## src/hw/rtl/snp_pkg.sv

```systemverilog
// ---------------------------------------------------------------------------
// snp_pkg
// Shared types and constants of the snapshot delta top-k ranker.
// ---------------------------------------------------------------------------
package snp_pkg;

  localparam int TABLE_DEPTH = 512;
  localparam int IDX_W       = $clog2(TABLE_DEPTH);
  localparam int CNT_W       = $clog2(TABLE_DEPTH + 1);
  localparam int RANK_SLOTS  = 5;
  localparam int SLOT_W      = 3;
  localparam int MEM_TOT_W   = 40;
  localparam int CPU_CNT_W   = 11;
  localparam int MF_W        = 11;
  localparam int CAP_W       = 25;
  localparam int CBIT_W      = $clog2(CAP_W);
  localparam int CPU_SCALE   = 10000;
  localparam int MEM_SCALE   = 100;
  localparam int NUM_W       = 48;

  localparam logic [7:0]  ST_ZOMBIE = 8'h5A;
  localparam logic [7:0]  ST_UNRESP = 8'h44;
  localparam logic [7:0]  MEM_SAT   = 8'd255;
  localparam logic [15:0] CPU_SAT   = 16'hFFFF;

  typedef enum logic {
    REG_MEM_TOTAL = 1'b0,
    REG_CPU_COUNT = 1'b1
  } reg_idx_t;

  typedef struct packed {
    logic [31:0] proc_id;
    logic [63:0] cpu_ticks;
    logic [7:0]  state_code;
    logic        privileged;
    logic [39:0] resident_kb;
    logic [63:0] system_ticks;
    logic        scan_last;
  } rec_t;

  typedef struct packed {
    logic [2:0]  slot_index;
    logic [31:0] slot_pid;
    logic [15:0] cpu_hundredths;
    logic [7:0]  memory_percent;
    logic [2:0]  status_flags;
    logic [15:0] total_processes;
    logic        slot_last;
  } slot_t;

  typedef struct packed {
    logic [31:0]     id;
    logic [63:0]     ticks;
    logic [MF_W-1:0] mf;
  } ent_t;

  typedef struct packed {
    logic rec_load;
    logic mdiv_step;
    logic rec_store;
    logic scan_begin;
    logic base_cap;
    logic srch;
    logic insert;
    logic cpu_init;
    logic cpu_step;
    logic out_load;
    logic k_next;
    logic finish;
  } cmd_t;

  typedef struct packed {
    logic rec_last;
    logic mdiv_last;
    logic first;
    logic base_more;
    logic srch_done;
    logic cpu_done;
    logic k_last;
  } sts_t;

endpackage

```

## src/hw/rtl/snp_ctrl.sv

```systemverilog
// ---------------------------------------------------------------------------
// snp_ctrl
// Sequencer: record intake, end-of-scan match walk and slot emission.
// ---------------------------------------------------------------------------
module snp_ctrl import snp_pkg::*; (
  input  logic clk,
  input  logic rst,
  input  logic rec_valid,
  output logic rec_ready,
  output logic slot_valid,
  input  logic slot_ready,
  input  sts_t sts,
  output cmd_t cmd
);

  typedef enum logic [11:0] {
    S_IDLE   = 12'b000000000001,
    S_MDIV   = 12'b000000000010,
    S_STORE  = 12'b000000000100,
    S_SBEGIN = 12'b000000001000,
    S_BRD    = 12'b000000010000,
    S_BLAT   = 12'b000000100000,
    S_SRCH   = 12'b000001000000,
    S_INSERT = 12'b000010000000,
    S_CINIT  = 12'b000100000000,
    S_CSTEP  = 12'b001000000000,
    S_OLOAD  = 12'b010000000000,
    S_OUT    = 12'b100000000000
  } state_t;

  state_t state, state_next;

  assign rec_ready  = (state == S_IDLE);
  assign slot_valid = (state == S_OUT);

  always_comb begin
    state_next = state;
    cmd        = '0;
    case (state)
      S_IDLE: begin
        if (rec_valid) begin
          cmd.rec_load = 1'b1;
          state_next   = S_MDIV;
        end
      end
      S_MDIV: begin
        cmd.mdiv_step = 1'b1;
        if (sts.mdiv_last) state_next = S_STORE;
      end
      S_STORE: begin
        cmd.rec_store = 1'b1;
        state_next    = sts.rec_last ? S_SBEGIN : S_IDLE;
      end
      S_SBEGIN: begin
        cmd.scan_begin = 1'b1;
        state_next     = sts.first ? S_CINIT : S_BRD;
      end
      S_BRD: begin
        state_next = sts.base_more ? S_BLAT : S_CINIT;
      end
      S_BLAT: begin
        cmd.base_cap = 1'b1;
        state_next   = S_SRCH;
      end
      S_SRCH: begin
        cmd.srch = 1'b1;
        if (sts.srch_done) state_next = S_INSERT;
      end
      S_INSERT: begin
        cmd.insert = 1'b1;
        state_next = S_BRD;
      end
      S_CINIT: begin
        cmd.cpu_init = 1'b1;
        state_next   = S_CSTEP;
      end
      S_CSTEP: begin
        cmd.cpu_step = 1'b1;
        if (sts.cpu_done) state_next = S_OLOAD;
      end
      S_OLOAD: begin
        cmd.out_load = 1'b1;
        state_next   = S_OUT;
      end
      S_OUT: begin
        if (slot_ready) begin
          if (sts.k_last) begin
            cmd.finish = 1'b1;
            state_next = S_IDLE;
          end else begin
            cmd.k_next = 1'b1;
            state_next = S_CINIT;
          end
        end
      end
      default: state_next = S_IDLE;
    endcase
  end

  always_ff @(posedge clk) begin
    if (rst) begin
      state <= S_IDLE;
    end else begin
      state <= state_next;
    end
  end

  a_scan_done: assert property (@(posedge clk) disable iff (rst)
    (state == S_OUT && slot_ready && sts.k_last) |=> (state == S_IDLE))
    else $error("final word did not return the block to idle");

  a_rec_take: assert property (@(posedge clk) disable iff (rst)
    (rec_valid && rec_ready) |=> (state == S_MDIV))
    else $error("accepted record did not start the divider");

endmodule

```

## config.mk

```make
export PLATFORM = sky130hd
export DESIGN_NAME = snp_ctrl
export DESIGN_NICKNAME = d
export VERILOG_FILES = /design/src/hw/rtl/snp_pkg.sv /design/src/hw/rtl/snp_ctrl.sv
export SDC_FILE = /design/constraint.sdc
export NUM_CORES = 1
export LEC_CHECK = 0
export BUFFER_PORTS_ARGS = -buffer_cell sky130_fd_sc_hd__buf_2
export CAP_MARGIN = 20
export CORE_MARGIN = 4
export CORE_UTILIZATION = 57
export CTS_BUF_LIST = sky130_fd_sc_hd__clkbuf_4 sky130_fd_sc_hd__clkbuf_8
export CTS_CLUSTER_SIZE = 8
export DETAILED_ROUTE_END_ITERATION = 12
export GPL_TIMING_DRIVEN = 0
export HOLD_SLACK_MARGIN = 0.02
export PLACE_DENSITY = 0.87
export SKIP_LAST_GASP = 1
export SLEW_MARGIN = 20
export SYNTH_ARGS = -nofsm -noshare
export SYNTH_HDL_FRONTEND = slang
export SYNTH_SLANG_ARGS = --single-unit
```

## constraint.sdc

```tcl
create_clock -name clk -period 3.5 [get_ports clk]
set_input_delay 0.875 -clock clk [delete_from_list [all_inputs] [get_ports clk]]
set_output_delay 0.875 -clock clk [all_outputs]
set_load 0.01 [all_outputs]
```

# After elaboration in Yosys (flattened, before gate mapping)
# Cells that the tools add are included.
op_classes:
  eq_ne: 17
  mux: 25
  n_reduce_logical: 1
op_table:
  columns: ["cell", "count"]
  rows:
  - ["12-bit case mux with 12 select lines", 1]
  - ["12-bit 2-to-1 mux", 5]
  - ["9-bit 2-to-1 mux", 3]
  - ["1-bit 2-to-1 mux", 13]
  - ["12-bit by 1-bit == test with 1-bit output, second input constant", 1]
  - ["12-bit by 10-bit == test with 1-bit output, second input constant", 1]
  - ["12-bit by 11-bit == test with 1-bit output, second input constant", 1]
  - ["12-bit == test, second input constant", 1]
  - ["12-bit by 2-bit == test with 1-bit output, second input constant", 1]
  - ["12-bit by 3-bit == test with 1-bit output, second input constant", 1]
  - ["12-bit by 4-bit == test with 1-bit output, second input constant", 1]
  - ["12-bit by 5-bit == test with 1-bit output, second input constant", 1]
  - ["12-bit by 6-bit == test with 1-bit output, second input constant", 1]
  - ["12-bit by 7-bit == test with 1-bit output, second input constant", 1]
  - ["12-bit by 8-bit == test with 1-bit output, second input constant", 1]
  - ["12-bit by 9-bit == test with 1-bit output, second input constant", 1]
  - ["2-bit != test, second input constant", 4]
  - ["5-bit AND reduction", 1]
  - ["2-bit 2-to-1 mux", 2]
  - ["4-bit 2-to-1 mux", 1]
  - ["2-bit by 1-bit != test with 1-bit output, second input constant", 1]
totals:
  register_bits: 12
  inputBits: 11
  output_inout_bits: 14
  elab_cells: 44

# Longest topological paths before layout
logic_depth:
  ltp_word: 3
  depth_mapped: 8
  depth_no_buf: 7

# Worst setup path after synthesis
# Ideal clock, no wire load.
synth_timing:
  path_kind: "flip-flop to output port"
  startpoint: "reg state[8]"
  endpoint: "out cmd[1] in the netlist's numbering"
  arrival_time_ns: 1.400
  slack_ns: 1.225
  path_stages_with_launch: 6
  path_buffers: 1
  path_cell_list: "dfxtp_1 -> buf_2 -> nor4b_1 -> nor3b_2 -> nand2_1 -> nor2_1"
synth_lines:
  columns: ["item", "line", "rtl"]
  rows:
  - ["from (decl)", "snp_ctrl.sv:31", "state_t state, state_next;"]
  - ["from (signal assigned)", "snp_ctrl.sv:104", "state <= state_next;"]
  - ["to (decl)", "snp_ctrl.sv:13", "output cmd_t cmd"]

==> impl_metrics.ini <==
[sta]
slew_headroom_pct = 72.3
hold_viol_final = 0
fin_crit_sh_pct = 78.5
fin_worst_skew_ns = 0.00700
final.min_clock_period_ns = 2.75
tightest_slew_ns = 0.416
slew_violations = 0
setup_viol = 0
rsz0062_at_grt = no
max_freq_mhz = 364
tns_ns = 0

[clocking]
clkSinkCount = 12
clk_pin_slew_ns = 0.09
cts_resized = 0
root_buffer = clkbuf_4
cts_hold_buffers = 0
clock_latency_ns = 0.29
postCtsSetupBuffers = 0
numCtsBuffers = 3
cts_tree = done
cts.htree.levels = 1
clockBufferDepth = 2

[synth]
ys_types = 40
syn_nets = 123
yosysWarnings = 0
synth_top_cell_by_area = dfxtp_1
yosys.area_share.simple_pct = 47.1
synth_edf_count = 0
syn_area_per_cell_um2 = 7.81
synth_compound_area_share_pct = 16.6
syn_inst = 112
synth-main-ff-cell = dfxtp_1
synth_top_area_share_pct = 27.5
synth_area_um2 = 875
ys_async_sr_fraction_pct = 0
synth_top_family_by_area = simple AND/OR/NAND/NOR gates
synthMuxAreaShare_pct = 0
synth_seq_area_share_pct = 27.5
synth_adder_area_share_pct = 0
synth_xor_xnor_area_share_pct = 2.00
synth_seq_cells = 12
synth_area_leaders = dfxtp_1 (27%), nor2_1 (8.2%), a21oi_1 (6.9%)

[route]
dr_total_vias = 927
first_pass_iters = 4
drt_wl_total_um = 2220
wl_per_cell_um = 14.4
ant_nets = 0
drc = 0
drt_iter0_drc = 23
detail_route.vias_per_cell = 6.02

[final_layout]
regArea_um2 = 240
drive_above_1_share_pct = 33.1
top_regs = state (12)
synthToLayoutAreaGrowth_pct = 19.5
layout_commonest_cell = buf_2
multi_input_area_um2 = 574
final_nets = 151
final_cell_mix = buf_2 (26), nor2_1 (19), a21oi_1 (12), dfxtp_1 (12), nor3_1 (7)
fillers = 117
largest_reg_flops = 12
final_cells = 154
final_cell_area_mm2 = 0.00104
diodes = 0
top_register = state
finalCoreUtilization_pct = 76.5

[pwr]
ir_drop_mv = 0.237
power.leakage_nw = 0.522
pwr_density_cell_mw_per_mm2 = 311

[floorplanning]
die_h_um = 47.2
die-area_mm2 = 0.00223
io_pins = 25
initial_utilization_pct = 64.0
coreArea_mm2 = 0.00137
fp-row-count = 13
die_x_um = 47.2

[setup_path]
cp-start-kind = flip-flop
r2r_cells = 8
end_kind = output pin
arrival_ns = 1.87
worst-setup-path-type = flip-flop to output pin
worstPathRequired_ns = 2.62
worst-path-max-fanout = 8

[placement]
hpwl_um = 1710
dpl_cell_area_mm2 = 0.00101
gp_congestion = 0.860
post-place-cells = 150
port_buffers = 23

[grt]
grt_max_degree = 11
overflow = 0
grt_first_pass_wirelength_um = 3590
antenna_found_initial = 0
track_usage_pct = 23.2
grt_pass1_vias = 830

[worst_hold_path]
hold_path_depth = 1
hold_class = flip-flop to flip-flop

[run]
maxCapViolCount = 0

[status]
status = complete, no violations
-- routing by layer --
metal  track usage, %  vias up  routed length, um
met5                0        -                  0
met4             13.3        0                 47
met3             3.83        5                141
met2             40.4       28               1100
met1             26.6      441                929
li1                 -      453                  -
-- cells in the mapped netlist (all sizes together), types with 3 or more instances --
master	n
and3	4
nand2	7
nor2	22
o21ai	4
nor3b	7
nor3	7
inv	6
buf	5
nor4	4
o22ai	3
a21oi	12
dfxtp	12
nor4b	3
nand3	3
-- cells by family after synthesis --
kind of cell | count (synthesis)
flops | 12
buf+inv | 12
xor+xnor | 2
compound gates | 23
simple gates | 63
-- worst max-delay path, cell delays in order (launching register included) --
cell,delay [ns]
dfxtp_1,0.31
buf_2,0.18
nor4b_1,0.35
nor3b_2,0.42
and3_1,0.21
buf_2,0.12
-- power breakdown --
part	switching [mW]	internal, mW
Sequential	0.00627	0.140
Clock	0.0539	0.0634
Combinational	0.0375	0.0245
Total	0.0977	0.228
-- per-stage QoR --
stage | setup slack [ns] | total power [mW] | hold WS, ns
final | 0.752 | 0.325 | 0.586
after CTS | 0.775 | 0.325 | 0.588
after floorplan | 1.23 | 0.190 | 0.517
after global routing | 0.673 | 0.340 | 0.620
after detailed placement | 1.09 | 0.211 | 0.567
after global placement | 1.11 | 0.208 | 0.558
-- final timing paths --
path | start | to | slack, ns
setup / recovery | state[8]$_SDFFE_PP0P_ | cmd[0] | 0.75
hold / removal | state[0]$_SDFFE_PP1P_ | state[2]$_SDFFE_PP0P_ | 0.59
setup reg to reg | state[8]$_SDFFE_PP0P_ | state[4]$_SDFFE_PP0P_ | 1.61
hold reg to reg | state[0]$_SDFFE_PP1P_ | state[2]$_SDFFE_PP0P_ | 0.59
-- cell type report --
| cell class | count | share of cell area [%] |
|---|---|---|
| flip-flops and latches | 12 | 23.0 |
| well taps | 15 | 1.80 |
| repair buffers | 23 | 11.0 |
| inverters | 6 | 2.16 |
| plain buffers | 6 | 3.59 |
| clock buffers | 4 | 3.47 |
| multi-input cells | 88 | 55.0 |
No activity file was read; power rests on OpenSTA's default activity.
